File: config.mk
export PLATFORM = sky130hd
export DESIGN_NAME = vwo_interp
export DESIGN_NICKNAME = d
export VERILOG_FILES = /design/src/rtl/vwo_pkg.sv /design/src/rtl/vwo_interp.sv
export SDC_FILE = /design/constraint.sdc
export NUM_CORES = 1
export LEC_CHECK = 0
export CAP_MARGIN = 0
export CORE_ASPECT_RATIO = 0.75
export CORE_MARGIN = 3
export CORE_UTILIZATION = 60
export DETAILED_ROUTE_END_ITERATION = 16
export DONT_BUFFER_PORTS = 1
export GPL_TIMING_DRIVEN = 0
export PLACE_DENSITY_LB_ADDON = 0.15
export SLEW_MARGIN = 20
export SYNTH_ARGS = -nofsm -noshare
export SYNTH_HDL_FRONTEND = slang
export SYNTH_SLANG_ARGS = --single-unit
export TNS_END_PERCENT = 20
File: constraint.sdc
create_clock -name clk -period 7.6 [get_ports clk]
set_clock_uncertainty 0.05 [all_clocks]
set_input_delay 0.38 -clock clk [delete_from_list [all_inputs] [get_ports clk]]
set_output_delay 0.38 -clock clk [all_outputs]
set_load 0.005 [all_outputs]
File: src/rtl/vwo_pkg.sv
`default_nettype none

package vwo_pkg;

    localparam int CORNERS    = 4;
    localparam int CORNER_W   = 2;
    localparam int CFG_IDX_W  = 2;
    localparam int ADDR_W     = 11;
    localparam int INC_W      = 27;
    localparam int PAD_W      = 17;
    localparam int MOD_W      = 18;
    localparam int SMOOTH_W   = 33;
    localparam int Q16_SHIFT  = 16;
    localparam int MIX_SHIFT  = 32;
    localparam int SMOOTH_COEF = 66;

    localparam logic [PAD_W-1:0] ONE_Q16 = 17'd65536;

    localparam logic [CORNER_W-1:0] CORNER_LAST = 2'd3;

    localparam logic CMD_TICK = 1'b0;
    localparam logic CMD_LOAD = 1'b1;

    localparam logic [CFG_IDX_W-1:0] REG_PAD_X     = 2'd0;
    localparam logic [CFG_IDX_W-1:0] REG_PAD_Y     = 2'd1;
    localparam logic [CFG_IDX_W-1:0] REG_PHASE_INC = 2'd2;

    typedef enum logic [4:0] {
        ST_IDLE  = 5'b00001,
        ST_TICK  = 5'b00010,
        ST_DRAIN = 5'b00100,
        ST_MIX   = 5'b01000,
        ST_HOLD  = 5'b10000
    } vwo_state_t;

    // tag that travels with a table read
    typedef struct packed {
        logic                vld;
        logic                upper;
        logic [CORNER_W-1:0] corner;
    } vwo_rd_tag_t;

    // tag that travels with an interpolated corner value
    typedef struct packed {
        logic                vld;
        logic [CORNER_W-1:0] corner;
    } vwo_val_tag_t;

endpackage

`default_nettype wire

File: src/rtl/vwo_interp.sv
`default_nettype none

module vwo_interp #(
    parameter int DW = 16,
    parameter int PF = 16
) (
    input  wire logic                 clk,
    input  wire logic                 rst_n,
    input  wire vwo_pkg::vwo_rd_tag_t rd_tag,
    input  wire logic signed [DW-1:0] rdata,
    input  wire logic [PF-1:0]        frac,
    output vwo_pkg::vwo_val_tag_t     val_tag,
    output logic signed [DW-1:0]      val
);

    import vwo_pkg::*;

    localparam int PRW = DW + PF + 2;

    logic signed [DW-1:0]  a_reg;
    logic signed [DW:0]    diff_reg;
    logic signed [DW-1:0]  base1_reg;
    logic signed [DW-1:0]  base2_reg;
    logic signed [PRW-1:0] prod_reg;
    logic signed [PRW-1:0] prod_shift;
    logic signed [DW:0]    sum;
    logic signed [DW-1:0]  val_reg;
    vwo_val_tag_t          s1_tag_reg;
    vwo_val_tag_t          s2_tag_reg;
    vwo_val_tag_t          s3_tag_reg;

    // first word of a pair is the lower sample, second is the next one
    always_ff @(posedge clk)
    begin
        if (rd_tag.vld && !rd_tag.upper)
        begin
            a_reg <= rdata;
        end
        if (rd_tag.vld && rd_tag.upper)
        begin
            diff_reg  <= (DW+1)'(rdata) - (DW+1)'(a_reg);
            base1_reg <= a_reg;
        end
        prod_reg  <= PRW'(diff_reg) * $signed(PRW'({1'b0, frac}));
        base2_reg <= base1_reg;
        val_reg   <= sum[DW-1:0];
    end

    always_comb
    begin
        prod_shift = prod_reg >>> PF;
        sum        = (DW+1)'(base2_reg) + prod_shift[DW:0];
    end

    always_ff @(posedge clk or negedge rst_n)
    begin
        if (!rst_n)
        begin
            s1_tag_reg <= '0;
            s2_tag_reg <= '0;
            s3_tag_reg <= '0;
        end
        else
        begin
            s1_tag_reg.vld    <= rd_tag.vld && rd_tag.upper;
            s1_tag_reg.corner <= rd_tag.corner;
            s2_tag_reg        <= s1_tag_reg;
            s3_tag_reg        <= s2_tag_reg;
        end
    end

    assign val_tag = s3_tag_reg;
    assign val     = val_reg;

endmodule

`default_nettype wire

==> metrics <==
routed len/inst=18.0 um; vias per cell=5.39; CTS H-tree lvls=3; nets@finish=1819; Die X=181 um; Final Cell Area=14600 um^2; Worst-path clk slew=0.08 ns; crit path max fanout=10; Worst Setup Path Type=reg -> reg; max FFs per register=17; post-detail-place hpwl=25.9 mm; Hold Crit Start=rdata[13]; Detailed Routing Iterations Pass 1=7; Primary FF master, synth=edfxtp_1; reg2reg start=diff_reg[10]; vias in the first global route=9689; Antenna diodes=0; first-pass GRT wire length=50.6 mm; Reg2Reg Depth=21; Placer Congestion=0.930; area added between synthesis and finish=5.32%; fillcell total=1822; Die Footprint=24900 um^2; Skew-Pair Late Insertion Delay=0.35 ns; Synth Area per Inst=9.98 um^2; worst path required time=7.79 ns; Clock Tree Buf Depth=2; Root Buffer Master=clkbuf_16; Initial Utilization=61.9%; post-route setup slack=0.426 ns; Slew Viols, Final=0; CTS buffer count=9; post-route ant nets=0; commonest non-fill, non-tap cell in the layout=inv_1; worst hold-check path type=in -> reg; Port Buf Inserts=0; Synth Cell Area=13800 um^2; distinct cell type count after synthesis=55; type of origin of the critical path=flop; RSZ-0062 raised after global routing=false; fmax=139 MHz; Core ar.=22300 um^2; cts repair resizes=0; initial antenna violation count=1; grt ovf=0; TritonCTS Sinks=106; ys async rst share=8.49%; worst slack, placed=0.545 ns; final core occ=65.2%; Core Rows=47; minimum clock period=7.17 ns; Die H=138 um; CTS tree=done; Max Cap Viol=0; crit share post-route=94.4%; number of setup violations in the final report=0; reg2reg end=prod_reg[25]; Syn Inst Count=1387; EDFF count, synth=49; Placed Area=14200 um^2; capture point of the critical path=prod_reg[25]; commonest non-fill, non-tap cells in the layout=inv_1 (356), fa_1 (267), nand2_1 (165); final WL=30.6 mm; drc violations=0; Sum Neg Setup Slack=0 ns; final hold violation count=0; worst slew pin tran=0.872 ns; share of cells above drive strength 1=2.56%; yosys warns=0; kind of end point of the critical path=flop; largest net degree at the start of global routing=26; Critical Path Source=diff_reg[10]; syn nets=1803; Worst EP arrival=7.37 ns; Synth Register Bits=106; DRT iter0 DRCs=824; FF-to-FF setup slack=0.43 ns; normalized max-slew margin=41.1%; Seq/Total Area, Yosys=19.2%; Top Ports=57; Total GRT Usage=26.5%; routed via count=9179; status=finished, final reports clean
-- area by class of cell --
type	instances	area (um^2)	area share, %
sequential	106	2660	18.2
tap	294	368	2.52
inverter	356	1340	9.17
buffer	39	146	1.00
clock buffer	9	225	1.54
timing repair buffer	5	61.3	0.421
clock inverter	7	78.8	0.541
multi-input combinational	886	9710	66.6
-- synth_stat cells (2+ instances only) --
library cell	count	share of area, %
nor3_1	10	0.36
a31oi_1	6	0.27
and2_1	125	5.6
fa_1	267	39
o21bai_1	3	0.16
nand3_1	14	0.51
nand2_1	165	4.5
nor2b_1	7	0.32
dfrtp_1	9	1.6
ha_1	111	10
or3_1	4	0.18
o2111ai_1	2	0.13
or2_2	3	0.14
a221oi_2	2	0.22
a21o_1	10	0.54
inv_1	356	9.7
and3_1	6	0.27
a21oi_2	2	0.13
nand3b_1	2	0.11
xnor2_1	38	2.4
a311oi_1	2	0.13
a211o_1	3	0.19
o211ai_1	2	0.11
o21ai_0	13	0.47
nand2b_1	5	0.23
a21oi_1	25	0.90
edfxtp_1	49	11
a211oi_1	3	0.16
clkbuf_1	38	1.0
o21a_1	4	0.22
nor2_1	14	0.38
dfxtp_1	48	6.9
xor2_1	17	1.1
-- critical path: stages (launching register included) --
cell and delay [ns]:
edfxtp_1 0.60, clkbuf_1 0.55, and2_1 0.25, fa_1 0.44, inv_1 0.10, fa_1 0.43, fa_1 0.53, inv_1 0.06
fa_1 0.51, fa_1 0.50, inv_1 0.06, fa_1 0.50, inv_1 0.05, ha_1 0.28, nand2_1 0.11, a221oi_2 0.52
o211ai_1 0.31, a21oi_2 0.33, a41oi_4 0.26, o21bai_4 0.30, a21oi_4 0.11, o211a_1 0.22
-- routing by layer --
layer	vias to the layer above	GRT usage [%]	part of all wire (%)
li1	4170	-	-
met1	4599	38.1	45
met2	364	39.5	43
met3	44	9.79	11
met4	2	4.10	1.5
met5	-	1.60	0.19
-- logic make-up after synthesis --
| logic type | count (synthesis) | synth area share [%] |
|---|---|---|
| and+or+nand+nor | 359 | 12.9 |
| adders and majority gates | 378 | 48.6 |
| AOI/OAI and AO/OA | 94 | 5.07 |
| xor gates and xnor gates | 55 | 3.48 |
| buffers and inverters | 395 | 10.7 |
| DFF | 106 | 19.2 |
-- through the flow --
stage / hold WS [ns] / instances
after floorplan: 0.0344 / 1387
after global placement: 0.0346 / 1681
after detailed placement: 0.0346 / 1683
after CTS: 0.0572 / 1702
after global routing: 0.0488 / 1702
final: 0.0633 / 1702
-- timing repair --
action,4_1_cts,5_1_grt
hold buffers,3,0
buffers inserted,0,0
hold endpoints to repair,11,0
-- worst min-delay path by stage --
stage,endpoint,cells past startpoint
final,a_reg[13],0
after global routing,a_reg[0],0
after CTS,a_reg[0],0
after detailed placement,val_tag[1],0
after global placement,val_tag[0],0
after floorplan,s1_tag_reg[0],0
Power is left out: the tool's default activity adds up to more than one toggle a clock period on the data nets, which glitch-free logic cannot reach.
