===== config.mk =====
export PLATFORM = sky130hd
export DESIGN_NAME = vwo_mix
export DESIGN_NICKNAME = d
export VERILOG_FILES = /design/src/rtl/vwo_pkg.sv /design/src/rtl/vwo_mix.sv
export SDC_FILE = /design/constraint.sdc
export NUM_CORES = 2
export LEC_CHECK = 0
export ABC_AREA = 0
export ABC_CLOCK_PERIOD_IN_PS = 15900
export BUFFER_PORTS_ARGS = -buffer_cell sky130_fd_sc_hd__buf_4
export CAP_MARGIN = 20
export CORE_UTILIZATION = 50
export DETAILED_ROUTE_END_ITERATION = 6
export PLACE_DENSITY = 0.66
export SLEW_MARGIN = 20
export SYNTH_ARGS = -nofsm -noshare
export SYNTH_HDL_FRONTEND = slang
export SYNTH_SLANG_ARGS = --single-unit

===== constraint.sdc =====
create_clock -name clk -period 15.9 [get_ports clk]
set_input_delay 2.385 -clock clk [delete_from_list [all_inputs] [get_ports clk]]
set_output_delay 2.385 -clock clk [all_outputs]
set_load 0.02 [all_outputs]

===== src/rtl/vwo_pkg.sv =====
`default_nettype none

package vwo_pkg;

    localparam int CORNERS    = 4;
    localparam int CORNER_W   = 2;
    localparam int CFG_IDX_W  = 2;
    localparam int ADDR_W     = 11;
    localparam int INC_W      = 27;
    localparam int PAD_W      = 17;
    localparam int MOD_W      = 18;
    localparam int SMOOTH_W   = 33;
    localparam int Q16_SHIFT  = 16;
    localparam int MIX_SHIFT  = 32;
    localparam int SMOOTH_COEF = 66;

    localparam logic [PAD_W-1:0] ONE_Q16 = 17'd65536;

    localparam logic [CORNER_W-1:0] CORNER_LAST = 2'd3;

    localparam logic CMD_TICK = 1'b0;
    localparam logic CMD_LOAD = 1'b1;

    localparam logic [CFG_IDX_W-1:0] REG_PAD_X     = 2'd0;
    localparam logic [CFG_IDX_W-1:0] REG_PAD_Y     = 2'd1;
    localparam logic [CFG_IDX_W-1:0] REG_PHASE_INC = 2'd2;

    typedef enum logic [4:0] {
        ST_IDLE  = 5'b00001,
        ST_TICK  = 5'b00010,
        ST_DRAIN = 5'b00100,
        ST_MIX   = 5'b01000,
        ST_HOLD  = 5'b10000
    } vwo_state_t;

    // tag that travels with a table read
    typedef struct packed {
        logic                vld;
        logic                upper;
        logic [CORNER_W-1:0] corner;
    } vwo_rd_tag_t;

    // tag that travels with an interpolated corner value
    typedef struct packed {
        logic                vld;
        logic [CORNER_W-1:0] corner;
    } vwo_val_tag_t;

endpackage

`default_nettype wire


===== src/rtl/vwo_mix.sv =====
`default_nettype none

module vwo_mix #(
    parameter int DW = 16
) (
    input  wire logic                    clk,
    input  wire logic                    rst_n,
    input  wire logic                    start,
    input  wire logic signed [DW-1:0]    v [vwo_pkg::CORNERS],
    input  wire logic [vwo_pkg::PAD_W-1:0] x,
    input  wire logic [vwo_pkg::PAD_W-1:0] y,
    output logic                         done,
    output logic signed [DW-1:0]         sample
);

    import vwo_pkg::*;

    localparam int LW  = DW + 19;
    localparam int ACW = LW + 19;

    logic signed [PAD_W:0]  xs;
    logic signed [PAD_W:0]  ys;
    logic signed [LW-1:0]   l_next;
    logic signed [LW-1:0]   r_next;
    logic signed [ACW-1:0]  acc;
    logic signed [LW-1:0]   l_reg;
    logic signed [LW-1:0]   r_reg;
    logic signed [LW-1:0]   lh_reg;
    logic signed [LW:0]     drl_reg;
    logic [PAD_W-1:0]       x1_reg;
    logic [PAD_W-1:0]       x2_reg;
    logic signed [DW-1:0]   sample_reg;
    logic                   s1_vld_reg;
    logic                   s2_vld_reg;
    logic                   done_reg;

    // left edge blends corners 0 and 1 along y, right edge corners 3 and 2
    always_comb
    begin
        ys     = $signed({1'b0, y});
        xs     = $signed({1'b0, x2_reg});
        l_next = (LW'(v[0]) <<< Q16_SHIFT) + LW'(ys) * LW'((DW+1)'(v[1]) - (DW+1)'(v[0]));
        r_next = (LW'(v[3]) <<< Q16_SHIFT) + LW'(ys) * LW'((DW+1)'(v[2]) - (DW+1)'(v[3]));
        acc    = (ACW'(lh_reg) <<< Q16_SHIFT) + ACW'(xs) * ACW'(drl_reg);
    end

    always_ff @(posedge clk)
    begin
        if (start)
        begin
            l_reg  <= l_next;
            r_reg  <= r_next;
            x1_reg <= x;
        end
        if (s1_vld_reg)
        begin
            drl_reg <= (LW+1)'(r_reg) - (LW+1)'(l_reg);
            lh_reg  <= l_reg;
            x2_reg  <= x1_reg;
        end
        if (s2_vld_reg)
        begin
            sample_reg <= acc[MIX_SHIFT+DW-1:MIX_SHIFT];
        end
    end

    always_ff @(posedge clk or negedge rst_n)
    begin
        if (!rst_n)
        begin
            s1_vld_reg <= 1'b0;
            s2_vld_reg <= 1'b0;
            done_reg   <= 1'b0;
        end
        else
        begin
            s1_vld_reg <= start;
            s2_vld_reg <= s1_vld_reg;
            done_reg   <= s2_vld_reg;
        end
    end

    assign done   = done_reg;
    assign sample = sample_reg;

endmodule

`default_nettype wire


==> reports/metrics.csv <==
stage;metric;value;unit
synth;synth_xor_area_share;2.53;%
clock_tree;postCtsSetupRepairBufs;0;
clock_tree;numCtsBuffers;17;
floorplan;core;97000;sq um
synth;netlist_instances;5181;
clock_tree;htreeDepth;4;
synth;synth_top_family_by_area;adder cells;
floorplan;dieArea;99500;sq um
placement;io_buffers;117;
clock_tree;clkTransAtPathRegs;0.07;ns
clock_tree;clock_latency;0.49;ns
final_layout;layout.nets;6783;
clock_tree;cts-root-buf;clkbuf_16;
synth;ys.flop_type;edfxtp_1;
synth;synth_edf_count;188;
worst_setup_path;critPathMaxStageDelay;0.69;ns
synth;synth_cell_types;81;
sta;setup_viol;0;
drt;initialDrtViolationCount;1790;
synth;synth-simple-area-share;14.6;%
status;failed_checks;DRC;
synth;synth.area.mux_share;0;%
clock_tree;cts_tree;built;
final_layout;final_common_cell;inv_1;
global_routing;grt_pass1_wl;193000;microns
sta;worstMarginPinSlew;0.993;ns
global_routing;antenna_found_initial;0;
global_routing;track_usage;24.8;%
final_layout;final_cell_mix;inv_1 (1320), fa_1 (1050), nand2_1 (717);
hold_path;hp-class;reg -> reg;
final_layout;drive_gt1_share;4.86;%
worst_setup_path;worstPathArrival;10.95;ns
placement;gp_routability_congestion;0.862;
worst_setup_path;cpMaxStageDelayCell;and3_1;
global_routing;overflow;0;
flow_run;cap_violations;0;
drt;wl_per_cell;17.9;microns
placement;postPlaceCellArea;51200;sq um
sta;min_period_over_period;67.4;%
drt;vias;33715;
floorplan;dieWidth;315;microns
sta;clock_skew;0.0213;ns
sta;finalCriticalPeriod;10.72;ns
worst_setup_path;crit_type;in -> reg;
synth;syn_area;49100;sq um
status;run_status;finished with violations;
floorplan;row_count;114;
drt;drt-total-wl;116000;microns
sta;hold_viol;0;
final_layout;area_delta_synth_final;5.46;%
clock_tree;hold_buffers;0;
sta;slew_headroom;33.8;%
floorplan;die_h;315;microns
synth;synth_fa_ha_area_share;54.6;%
final_layout;stdcell_area;51800;sq um
worst_setup_path;required;16.12;ns
worst_setup_path;crit_path_end_kind;flop;
placement;dpl.hpwl;92700;microns
drt;ant_nets;0;
floorplan;io_pins;118;
floorplan;initial_core_util;50.6;%
synth;async_reset_ff_share;1.57;%
worst_setup_path;r2r-start;drl_reg[13]$_DFFE_PP_;
drt;firstDrtPassIters;7;
global_routing;grt_pass1_vias;36748;
sta;tns;0;ns
hold_path;min_from;x1_reg[9]$_DFFE_PP_;
global_routing;grt_max_degree;81;
synth;synth-seq-cells;191;
final_layout;largest_register_ffs;36;
clock_tree;cts_buffer_depth;2;
synth;synth-compound-area-share;5.00;%
drt;drc;2;
worst_setup_path;crit_fanout;17;
sta;rsz0062_at_grt;no;
worst_setup_path;cpMostUsedCell;fa_1;
clock_tree;cts_resized;0;
synth;synth_nets;6795;
sta;fmax;0.0933;GHz
synth;yosysSeqAreaShare;11.6;%
worst_setup_path;crit_path_start_kind;primary input;
worst_setup_path;worstSetupStartpoint;v[0];
clock_tree;clock-sinks;191;
synth;yosys_warnings;0;
synth;syn_avg_cell_area;9.48;sq um
drt;viasPerCell;5.22;
sta;drv_slew;0;
-- cells in the mapped netlist, types with 3 or more instances --
cell type	instances	area share, %
inv_1	1320	10
fa_1	1050	43
nand2_1	717	5.5
ha_1	463	12
and2_1	377	4.8
edfxtp_1	188	11
clkbuf_1	178	1.4
xnor2_1	106	1.9
a21oi_1	96	0.98
nor2_1	92	0.70
nor2b_1	88	1.1
o21ai_0	49	0.50
a21o_1	46	0.70
nand3_1	37	0.38
xor2_1	32	0.57
nor3_1	31	0.32
o21a_1	27	0.41
and3b_1	22	0.39
nand2b_1	20	0.25
o21ai_1	16	0.16
nand3b_1	15	0.23
and3_1	14	0.18
nand4_1	14	0.18
a211oi_1	12	0.18
buf_2	12	0.12
or2_2	11	0.14
a31oi_1	10	0.13
o21bai_1	10	0.15
o31ai_1	9	0.14
or3_1	9	0.11
a211o_1	8	0.14
a21oi_2	8	0.14
a21boi_1	7	0.11
nor3_2	6	0.12
a211oi_2	5	0.13
o31a_1	5	0.089
o21ai_2	4	0.071
a21boi_0	3	0.046
a311o_1	3	0.061
dfrtp_1	3	0.15
nor4_1	3	0.038
o2111ai_1	3	0.054
o211a_1	3	0.061
o31ai_2	3	0.076
-- cells by family (layout without fill, tap and decap cells) --
logic type                 after synthesis  count (layout)
AOI/OAI and AO/OA                      357             357
and+or+nand+nor                       1466            1466
xor gates and xnor gates               140             140
DFF                                    191             191
buffers and inverters                 1514            1515
other                                    0               1
adders and majority gates             1513            1513
-- path summary, 6_finish.rpt --
| kind | endpoint | slack, ns | depth (start not counted) |
|---|---|---|---|
| setup / recovery | r_reg[31]$_DFFE_PP_ | 5.18 | 34 |
| hold / removal | x2_reg[9]$_DFFE_PP_ | 0.42 | 0 |
| setup reg to reg | sample[15]$_DFFE_PP_ | 8.76 | 23 |
| hold reg to reg | x2_reg[9]$_DFFE_PP_ | 0.42 | 0 |
| max in group asynchronous | s1_vld_reg$_DFF_PN0_ | 14.11 | 1 |
| min in group asynchronous | s2_vld_reg$_DFF_PN0_ | 1.68 | 1 |
-- routing by layer --
| metal | global-route usage [%] | vias to the layer above | routed length (microns) | share of wire, % |
|---|---|---|---|---|
| met4 | 6.49 | 0 | 2780 | 2.4 |
| met3 | 3.18 | 155 | 6510 | 5.6 |
| met1 | 33.3 | 17269 | 50100 | 43 |
| li1 | - | 15381 | - | - |
| met2 | 42.3 | 910 | 56500 | 49 |
| met5 | 0 | - | 0 | 0 |
-- worst max-delay path, delay by kind of cell --
kind	cells	cell delay (ns)
compound gates	14	3.08
xor+xnor	1	0.08
fa+ha+maj	9	3.87
buf+inv	6	0.38
simple gates	4	1.14
-- cell type report --
| type | count | area, sq um |
|---|---|---|
| well taps | 1276 | 1600 |
| flip-flops and latches | 191 | 5720 |
| diodes | 1 | 2.50 |
| inverters | 1321 | 4960 |
| clock inverters | 13 | 154 |
| repair buffers | 162 | 1220 |
| multi-input cells | 3476 | 37700 |
| fillers | 8793 | 45200 |
| clock buffers | 19 | 433 |
-- through the flow --
stage	setup WS, ns	hold slack [ns]	instances	util (%)
2_1_floorplan	6.11	0.400	5181	-
3_3_place_gp	4.90	0.405	6426	52.8
3_5_place_dp	4.75	0.406	6426	52.8
4_1_cts	5.28	0.423	6458	53.4
5_1_grt	4.77	0.425	6458	53.4
6_report	5.18	0.420	6459	53.4
Power is left out: the tool's default activity adds up to more than one toggle a clock period on the data nets, which glitch-free logic cannot reach.
