==> src/rtl/vwo_pkg.sv <==
`default_nettype none

package vwo_pkg;

    localparam int CORNERS    = 4;
    localparam int CORNER_W   = 2;
    localparam int CFG_IDX_W  = 2;
    localparam int ADDR_W     = 11;
    localparam int INC_W      = 27;
    localparam int PAD_W      = 17;
    localparam int MOD_W      = 18;
    localparam int SMOOTH_W   = 33;
    localparam int Q16_SHIFT  = 16;
    localparam int MIX_SHIFT  = 32;
    localparam int SMOOTH_COEF = 66;

    localparam logic [PAD_W-1:0] ONE_Q16 = 17'd65536;

    localparam logic [CORNER_W-1:0] CORNER_LAST = 2'd3;

    localparam logic CMD_TICK = 1'b0;
    localparam logic CMD_LOAD = 1'b1;

    localparam logic [CFG_IDX_W-1:0] REG_PAD_X     = 2'd0;
    localparam logic [CFG_IDX_W-1:0] REG_PAD_Y     = 2'd1;
    localparam logic [CFG_IDX_W-1:0] REG_PHASE_INC = 2'd2;

    typedef enum logic [4:0] {
        ST_IDLE  = 5'b00001,
        ST_TICK  = 5'b00010,
        ST_DRAIN = 5'b00100,
        ST_MIX   = 5'b01000,
        ST_HOLD  = 5'b10000
    } vwo_state_t;

    // tag that travels with a table read
    typedef struct packed {
        logic                vld;
        logic                upper;
        logic [CORNER_W-1:0] corner;
    } vwo_rd_tag_t;

    // tag that travels with an interpolated corner value
    typedef struct packed {
        logic                vld;
        logic [CORNER_W-1:0] corner;
    } vwo_val_tag_t;

endpackage

`default_nettype wire

==> src/rtl/vwo_inc_reduce.sv <==
`default_nettype none

module vwo_inc_reduce #(
    parameter int TABLE_LENGTH        = 2048,
    parameter int PHASE_FRACTION_BITS = 16
) (
    input  wire logic                      clk,
    input  wire logic                      rst_n,
    input  wire logic                      load,
    input  wire logic [vwo_pkg::INC_W-1:0] inc_in,
    output logic                           busy,
    output logic [$clog2(TABLE_LENGTH)+PHASE_FRACTION_BITS-1:0] inc_mod
);

    import vwo_pkg::*;

    localparam int AW = $clog2(TABLE_LENGTH);
    localparam int PF = PHASE_FRACTION_BITS;
    localparam int PW = AW + PF;
    localparam int HW = INC_W - PF;
    localparam int SH = HW + AW;
    localparam int RW = HW + 2;
    localparam int MW = HW + RW;
    localparam int QW = HW + AW;
    localparam logic [63:0] RECIP_FULL =
        ((64'd1 << SH) + 64'(TABLE_LENGTH) - 64'd1) / 64'(TABLE_LENGTH);
    localparam logic [RW-1:0] RECIP = RECIP_FULL[RW-1:0];

    logic [HW-1:0] hi_reg;
    logic [PF-1:0] lo_reg;
    logic [MW-1:0] prod_reg;
    logic [PW-1:0] rem_reg;
    logic          s1_reg;
    logic          s2_reg;
    logic [MW-1:0] quot_full;
    logic [HW-1:0] quot;
    logic [QW-1:0] back;
    logic [QW-1:0] rem_full;

    // integer part modulo table length by reciprocal multiply, fraction passes through
    always_comb
    begin
        quot_full = prod_reg >> SH;
        quot      = quot_full[HW-1:0];
        back      = QW'(quot) * QW'(TABLE_LENGTH);
        rem_full  = QW'(hi_reg) - back;
    end

    always_ff @(posedge clk)
    begin
        if (load)
        begin
            hi_reg <= inc_in[INC_W-1:PF];
            lo_reg <= inc_in[PF-1:0];
        end
        if (s1_reg)
        begin
            prod_reg <= MW'(hi_reg) * MW'(RECIP);
        end
    end

    always_ff @(posedge clk or negedge rst_n)
    begin
        if (!rst_n)
        begin
            rem_reg <= '0;
            s1_reg  <= 1'b0;
            s2_reg  <= 1'b0;
        end
        else
        begin
            s1_reg <= load;
            s2_reg <= s1_reg;
            if (s2_reg)
            begin
                rem_reg <= {rem_full[AW-1:0], lo_reg};
            end
        end
    end

    assign busy    = s1_reg || s2_reg;
    assign inc_mod = rem_reg;

endmodule

`default_nettype wire

==> config.mk <==
export PLATFORM = sky130hd
export DESIGN_NAME = vwo_inc_reduce
export DESIGN_NICKNAME = d
export VERILOG_FILES = /design/src/rtl/vwo_pkg.sv /design/src/rtl/vwo_inc_reduce.sv
export SDC_FILE = /design/constraint.sdc
export NUM_CORES = 1
export LEC_CHECK = 0
export BUFFER_PORTS_ARGS = -buffer_cell sky130_fd_sc_hd__buf_2
export CAP_MARGIN = 20
export CORE_MARGIN = 8
export CORE_UTILIZATION = 48
export DETAILED_ROUTE_END_ITERATION = 16
export PLACE_DENSITY = 0.8
export SLEW_MARGIN = 20
export SYNTH_ARGS = -nofsm -noshare
export SYNTH_HDL_FRONTEND = slang
export SYNTH_SLANG_ARGS = --single-unit
==> constraint.sdc <==
create_clock -name clk -period 1.2 [get_ports clk]
set_input_delay 0.12 -clock clk [delete_from_list [all_inputs] [get_ports clk]]
set_output_delay 0.12 -clock clk [all_outputs]
set_load 0.01 [all_outputs]
==> results of run 1 <==
## critical path: cells and delay by family (launching register included)
| family | cells | cell delay, ps |
|---|---|---|
| buf+inv | 2 | 280 |
| simple gates | 1 | 190 |
| flops | 1 | 430 |
## report_power, final
| part | total [mW] | internal [mW] | switching, mW |
|---|---|---|---|
| logic | 0.589 | 0.357 | 0.232 |
| registers | 2.30 | 2.21 | 0.0900 |
| clock network | 1.18 | 0.619 | 0.565 |
## area by class of cell
class | instances | share of cell area
clock buffers | 6 | 0.0260
multi-input cells | 28 | 0.136
well taps | 50 | 0.0224
repair buffers | 94 | 0.253
clock inverters | 2 | 0.0125
flip-flops and latches | 56 | 0.549
## final timing paths
path	start	to
max reg2reg	s2_reg$_DFF_PN0_	inc_mod[13]$_DFFE_PN0P_
min in group asynchronous	rst_n	inc_mod[0]$_DFFE_PN0P_
min	load	s1_reg$_DFF_PN0_
min reg2reg	s1_reg$_DFF_PN0_	s2_reg$_DFF_PN0_
max	s2_reg$_DFF_PN0_	busy
max in group asynchronous	rst_n	inc_mod[9]$_DFFE_PN0P_
## synth_stat cells
cell type  instances
or2_1              1
buf_12             2
mux2_2             8
buf_6              1
edfxtp_1          27
mux2_4            19
dfrtp_1           29
## cell families (layout without fill, tap and decap cells)
group / after synthesis / after routing / share of synthesized area
flops: 56 / 56 / 0.780
buf+inv: 3 / 102 / 0.0260
simple gates: 1 / 1 / 0.00318
mux: 27 / 27 / 0.191
## routing by layer
metal	up-vias	global-route usage	wire length (µm)	part of all wire
met5	-	0	0	0
met3	8	0.0391	248	0.061
met2	38	0.222	2030	0.50
met1	518	0.148	1680	0.41
li1	515	-	-	-
met4	0	0.0873	92	0.023
## repair_timing
item | CTS | global route
hold endpoints to repair | 56 | 0
pin swaps | 1 | 0
gates resized for setup | 0 | 5
hold buffers | 28 | 0
setup buffers | 2 | 1
setup endpoints to repair | 1 | 24
cloned | 0 | 1
==> results.yml, run 1 <==
run_status:
  outcome: "finished with violations"
  violations: "setup timing"
synthesis:
  yosys.area.top_type: "edfxtp_1"
  ys_types: 7
  yosysTopAreaCellShare: 0.412
  ys_seq_area_frac: 0.780
  ys_ff_latch: 56
  synth.area.top_cells: "edfxtp_1, dfrtp_1, mux2_4, mux2_2, buf_12"
  netlist_instances: 87
  yosys_warnings: 0
  synth.avg_cell_area_um2: 22.6
  syn_nets: 117
  syn_area_um2: 1970
cells_and_area:
  antenna_cells: 0
  fin_util: 0.704
  drive_gt1_frac: 0.538
  nets: 215
  fill_cells: 263
  layout_common_cells: "buf_2, dfrtp_1, dlygate4sd3_1, edfxtp_1, mux2_4"
  fin_cells: 236
  synthToLayoutAreaGrowth_pct: 42.0
  design_area_um2: 2800
  regArea_um2: 1540
  largest_reg_flops: 27
  multi_input_area_um2: 382
  final_common_cell: "buf_2"
routing:
  drt_iter0_drc: 56
  drt_wl_total_mm: 4.05
  routedWlPerCell_um: 17.2
  drc: 0
  via_count: 1079
  ant_nets: 0
  viasPerCell: 4.57
  detail_route.first_pass.iterations: 2
clocking:
  clk-insertion-delay-late_ps: 310
  clkTransAtPathRegs_ps: 90
  htree_levels: 2
  cts_buffers: 5
  cts-root-buf: "clkbuf_8"
  cts.sinks: 56
  cts_tree: "yes"
  ctsLongestPathBuffers: 2
worst_setup_path:
  critPathMaxFanout: 2
  cp_slowest_stage_delay_ps: 430
  path_class: "flip-flop to primary output"
  crit_chain: "buf_12 -> or2_1 -> buf_2"
  worstPathArrival_ps: 1200
  reg2regPathDepth: 4
  cp_slowest_cell: "dfrtp_1"
  critPathLaunchType: "flip-flop"
  ff2ff_setup_slack_ps: -60
  end_kind: "primary output"
  worst-endpoint-required_ps: 1080
placement:
  post_dp_cell_area_um2: 2340
  placed_cells: 196
  dp_hpwl_mm: 2.76
  gp_congestion: 0.758
  io_buffers: 57
  place_ws_ps: 110
timing:
  post-route-period-util: 1.10
  rsz0062_at_grt: "true"
  setup_viol_count_final: 23
  max_slew_margin: 0.771
  report.final.slew_viol_count: 0
  worst_slack_ps: -123
  fmax_mhz: 756
  hold_viol_final: 0
  finalClockSkew_ps: 2.21
  whs_ps: 148
  worst_slew_pin_slew_ps: 344
  finalCriticalPeriod_ps: 1320
  setup_tns_ps: -896
global_routing:
  grt_use_total: 0.134
  grt.overflow.total: 0
  grt_pass1_vias: 1203
  grt_pass1_wl_mm: 6.33
  antenna_found_initial: 0
  grt_max_degree: 29
floorplan:
  std_cell_rows: 23
  initial_core_util: 0.496
  die_area_um2: 6410
  boundaryPins: 58
  die_w_um: 80.1
  fp.coreArea_um2: 3970
  die_h_um: 80.1
power:
  power.density_nw_per_um2: 1460
  leakagePower_nw: 1.26
  ir_drop_mv: 1.05
  power.total_mw: 4.08
worst_hold_path:
  hold_depth: 2
  hp-class: "input pin to flip-flop"
job:
  cap_violations: 0
No activity file was read; power rests on OpenSTA's default activity.
==> run 2, diff against run 1 <==
- PLACE_DENSITY: 0.8 -> 0.75
- RECOVER_POWER: unset -> 50
==> run 2 against run 1 <==
The flow still finishes with violations (setup timing); combinational power is 4.9% lower; via count is 1.2% lower; fmax is 3.3% higher; critical path depth stayed put; register-to-register slack better by 60 ps; non-clock buffer count stayed put; largest cell class unchanged.
==> results.yml, run 2 (synthesis results as in run 1) <==
power:
  ir_drop_mv: 1.10
  p_switching_mw: 0.878
  power.density_nw_per_um2: 1480
  leakagePower_nw: 1.23
  switching_share: 0.217
  pwr-share-clk: 0.293
  cell_internal_pwr_mw: 3.17
  p_comb_frac: 0.139
  power_frac_seq: 0.568
routing:
  drt_wl_total_mm: 3.88
  routedWlPerCell_um: 16.4
  viasPerCell: 4.52
  via_count: 1066
  ant_nets: 0
  detail_route.first_pass.iterations: 3
  drc: 0
  drt_iter0_drc: 37
timing:
  setup_tns_ps: -82.8
  max_slew_margin: 0.399
  whs_ps: 385
  rsz0062_at_grt: "true"
  finalCriticalPeriod_ps: 1280
  worst_slack_ps: -81.3
  finalClockSkew_ps: 7.29
  post-route-period-util: 1.07
  report.final.slew_viol_count: 0
  fmax_mhz: 780
  setup_viol_count_final: 2
  worst_slew_pin_slew_ps: 902
  hold_viol_final: 0
cells_and_area:
  fill_cells: 296
  regArea_um2: 1540
  layout_common_cells: "buf_2, dfrtp_1, dlygate4sd3_1, edfxtp_1, mux2_4"
  fin_cells: 236
  multi_input_area_um2: 382
  synthToLayoutAreaGrowth_pct: 38.7
  nets: 215
  antenna_cells: 0
  drive_gt1_frac: 0.527
  largest_reg_flops: 27
  final_common_cell: "buf_2"
placement:
  place_ws_ps: 125
  dp_hpwl_mm: 2.56
  placed_cells: 197
  io_buffers: 57
  gp_congestion: 0.673
worst_setup_path:
  worstPathArrival_ps: 1160
  cp_slowest_stage_delay_ps: 410
  critPathMaxFanout: 2
  path_class: "flip-flop to primary output"
  worst-path-buf-inv: 2
  critPathLaunchType: "flip-flop"
  end_kind: "primary output"
  crit_chain: "buf_6 -> or2_1 -> buf_2"
  cp_slowest_cell: "dfrtp_1"
  rr_startpoint: "s2_reg$_DFF_PN0_"
  worstSetupPathDepth: 3
  worst-endpoint-required_ps: 1080
  path_delay_family: "flip-flops"
  r2r_end: "inc_mod[18]$_DFFE_PN0P_"
  ff2ff_setup_slack_ps: 0
  reg2regPathDepth: 4
worst_hold_path:
  hold_end: "s1_reg$_DFF_PN0_"
  hp-class: "input pin to flip-flop"
  hold_depth: 2
  hold_start: "load"
floorplan:
  die_w_um: 80.1
  die_h_um: 80.1
  std_cell_rows: 23
  fp.coreArea_um2: 3970
  initial_core_util: 0.496
  boundaryPins: 58
  die_area_um2: 6410
clocking:
  htree_levels: 2
  cts_buffers: 5
  ctsLongestPathBuffers: 2
  clk-insertion-delay-late_ps: 300
  cts_tree: "yes"
  cts.sinks: 56
  cts-root-buf: "clkbuf_8"
  clkTransAtPathRegs_ps: 90
global_routing:
  grt_use_total: 0.129
  grt.overflow.total: 0
  grt_pass1_vias: 1225
  grt_pass1_wl_mm: 6.21
  grt_max_degree: 30
  antenna_found_initial: 0
run_status:
  outcome: "finished with violations"
  violations: "setup timing"
job:
  cap_violations: 0
run 2: changes by cell type in the layout (fill, tap and decap cells not counted):
cell       before  now
buf_12          4    1
buf_4           2    3
clkbuf_1        1    3
clkbuf_16       1    0
clkbuf_2        0    1
run 2: worst max-delay path by stage:
stage | end | slack, ps | start
floorplan | inc_mod[10]$_DFFE_PN0P_ | 160 | s2_reg$_DFF_PN0_
global placement | busy | 160 | s2_reg$_DFF_PN0_
detailed placement | inc_mod[11]$_DFFE_PN0P_ | 130 | s2_reg$_DFF_PN0_
CTS | busy | -90 | s2_reg$_DFF_PN0_
global route | busy | -140 | s2_reg$_DFF_PN0_
finish | busy | -80 | s2_reg$_DFF_PN0_
run 2: stage by stage:
stage          area [µm²]  power [mW]   util
3_5_place_dp         2320        2.83  0.585
5_1_grt              2730        4.21  0.688
4_1_cts              2730        4.10  0.687
3_3_place_gp         2320        2.81  0.585
2_1_floorplan        1970        2.58      -
6_report             2730        4.05  0.688
run 2: layout make-up:
| cell class | instances | share of cell area |
|---|---|---|
| Sequential cell | 56 | 0.563 |
| Clock buffer | 6 | 0.0266 |
| Clock inverter | 2 | 0.0128 |
| Multi-Input combinational cell | 28 | 0.140 |
| Timing Repair Buffer | 94 | 0.235 |
| Tap cell | 50 | 0.0229 |
run 2: routing by layer:
metal	GRT usage	vias up	wire length [µm]
met5	0	-	0
met4	0.0545	0	47
met3	0.0502	5	313
met2	0.217	37	2000
met1	0.141	514	1520
li1	-	510	-
run 2: timing repair:
action	4_1_cts	5_1_grt
setup buffers	2	1
hold endpoints to repair	56	0
pin swaps	1	0
setup endpoints to repair	1	13
hold buffers	28	0
cloned	0	0
resized for setup	1	4
run 2: worst reg2reg max path: cells and delay by family, from the launching register on:
family	cells	cell delay [ps]
flops	1	410
buf+inv	3	400
mux	1	290
run 2: power groups by stage:
stage | Combinational [mW] | Sequential (mW) | Clock, mW
after floorplan | 0.199 | 2.38 | 0
after global placement | 0.479 | 2.33 | 0
after detailed placement | 0.494 | 2.34 | 0
after CTS | 0.573 | 2.30 | 1.22
after global routing | 0.607 | 2.32 | 1.29
final | 0.560 | 2.30 | 1.19
==> run 3, diff against run 2 <==
- ABC_AREA: unset -> 1
- CORE_UTILIZATION: 48 -> 45
- PLACE_DENSITY: 0.75 -> 0.74
- clock period: 1.2 -> 1.1 ns (I/O delays scaled with it)
==> run 3 against run 2 <==
The run still ends with setup timing left; critical endpoint unchanged; cell count up 22%; area after synthesis is 3.6% lower; sequential cell count is the same; routed wire length rose by 4.6%; utilization fell by 3.2 points; final area down 3.3%; clock-buffer cell count shrank 1; highest routed layer unchanged; largest power group unchanged.
==> results.yml, run 3 <==
timing:
  hold_viol_final: 0
  report.final.slew_viol_count: 0
  max_slew_margin: 0.555
  finalClockSkew_ps: 3.68
  fmax_mhz: 850
  worst_slack_ps: -76.0
  finalCriticalPeriod_ps: 1180
  worst_slew_pin_slew_ps: 667
  setup_viol_count_final: 1
  rsz0062_at_grt: "true"
  post-route-period-util: 1.07
routing:
  via_count: 1274
  drc: 0
  ant_nets: 0
  routedWlPerCell_um: 14.0
  viasPerCell: 4.41
  drt_wl_total_mm: 4.06
  detail_route.first_pass.iterations: 4
  drt_iter0_drc: 75
global_routing:
  grt_pass1_vias: 1363
  grt_use_total: 0.131
  antenna_found_initial: 0
  grt_max_degree: 30
  grt_pass1_wl_mm: 6.44
  grt.overflow.total: 0
cells_and_area:
  fin_util: 0.655
  drive_gt1_frac: 0.305
  design_area_um2: 2640
  final_common_cell: "nand2_1"
  largest_reg_flops: 27
  nets: 268
  layout_common_cells: "nand2_1, buf_2, dfrtp_1, dlygate4sd3_1, edfxtp_1"
  antenna_cells: 0
  synthToLayoutAreaGrowth_pct: 39.0
synthesis:
  yosys.area.top_type: "edfxtp_1"
  syn_area_um2: 1900
  synth.area.top_cells: "edfxtp_1, dfrtp_1, nand2_1, buf_6, buf_4"
  yosysTopAreaCellShare: 0.427
  synth_flop_cell: "dfrtp_1"
  synth.avg_cell_area_um2: 13.2
  ys_ff_latch: 56
  async_flop_share: 0.518
  synth.most_common_cell: "nand2_1"
  yosys_warnings: 0
  ys_types: 7
  ys_seq_area_frac: 0.809
  synth_edf_count: 27
  syn_nets: 174
  netlist_instances: 144
  synthTopCellsByCount: "nand2_1, dfrtp_1, edfxtp_1"
run_status:
  outcome: "finished with violations"
  violations: "setup timing"
floorplan:
  std_cell_rows: 23
  die_area_um2: 6560
  fp.coreArea_um2: 4030
  initial_core_util: 0.471
  die_w_um: 81.0
  die_h_um: 81.0
  boundaryPins: 58
worst_setup_path:
  r2r_end: "inc_mod[20]$_DFFE_PN0P_"
  path_class: "flip-flop to primary output"
  ff2ff_setup_slack_ps: 110
  worstPathArrival_ps: 1070
  rr_startpoint: "s2_reg$_DFF_PN0_"
  critPathLaunchType: "flip-flop"
  worst-endpoint-required_ps: 990
  end_kind: "primary output"
  critPathMaxFanout: 2
  reg2regPathDepth: 5
clocking:
  cts_buffers: 5
  ctsResizeCount: 0
  clkTransAtPathRegs_ps: 90
  cts_tree: "yes"
  htree_levels: 2
  cts.sinks: 56
  clk-insertion-delay-late_ps: 310
  cts-root-buf: "clkbuf_8"
  ctsLongestPathBuffers: 2
power:
  p_switching_mw: 0.968
  power.density_nw_per_um2: 1620
  power_frac_seq: 0.579
  leakagePower_nw: 1.29
  ir_drop_mv: 0.986
  power.total_mw: 4.27
  p_comb_frac: 0.115
  cell_internal_pwr_mw: 3.30
  pwr-share-clk: 0.306
  switching_share: 0.227
placement:
  io_buffers: 57
  gp_congestion: 0.771
  dp_hpwl_mm: 2.78
  post_dp_cell_area_um2: 2250
worst_hold_path:
  hp-class: "input pin to asynchronous set/reset pin"
job:
  cap_violations: 0
## run 3: cell count changes in the layout (fill, tap and decap cells not counted), sizes merged
cell / previous run / this run
inv: 0 / 1
clkinvlp: 0 / 1
clkbuf: 9 / 6
mux2: 27 / 0
nand2: 0 / 81
## run 3: timing repair
action / CTS / global route
pin swaps: 0 / 1
hold buffers: 28 / 0
setup buffers: 1 / 1
endpoints found under the setup margin: 1 / 1
hold endpoints to repair: 56 / 0
## run 3: worst max-delay path: stages (launching register included)
cell and delay (ps):
dfrtp_1 400, or2_1 220, buf_2 140
## run 3: routing by layer
layer | track usage | routed length [µm] | vias to the layer above
met5 | 0 | 0 | -
met4 | 0.0536 | 65 | 0
met3 | 0.0552 | 249 | 8
met2 | 0.233 | 2270 | 31
met1 | 0.132 | 1480 | 592
li1 | - | - | 643
## run 3: cells by family after synthesis
kind of cell	after synthesis	share of synthesized area
AND/OR/NAND/NOR	82	0.163
flip-flops	56	0.809
buffers and inverters	6	0.0277
## run 3: cell type report
type	count	area (µm²)
multi-input cells	82	310
repair buffers	92	616
well taps	50	62.6
clock inverters	3	42.5
flip-flops and latches	56	1540
clock buffers	5	68.8
fillers	328	1390
inverters	1	3.75
## run 3: stage by stage
step	TNS [ps]	hold slack (ps)	worst slack, ps	cells
global route	-119	404	-119	289
detailed placement	0	171	224	251
finish	-76.0	357	-76.0	289
CTS	-62.7	121	-62.7	288
global placement	0	164	248	251
floorplan	0	-186	221	144
## run 3: worst max path at each step
stage                                        end              from  slack, ps
final                                       busy  s2_reg$_DFF_PN0_        -80
after floorplan                             busy  s2_reg$_DFF_PN0_        220
after global placement                      busy  s2_reg$_DFF_PN0_        250
after detailed placement  inc_mod[3]$_DFFE_PN0P_  s2_reg$_DFF_PN0_        220
after CTS                                   busy  s2_reg$_DFF_PN0_        -60
after global routing                        busy  s2_reg$_DFF_PN0_       -120
## run 3: power by group through the flow
stage	registers [mW]	clock network, mW	logic (mW)
after detailed placement	2.52	0	0.425
after CTS	2.48	1.35	0.505
after global routing	2.50	1.40	0.547
after global placement	2.51	0	0.408
final	2.47	1.31	0.490
after floorplan	2.56	0	0.128
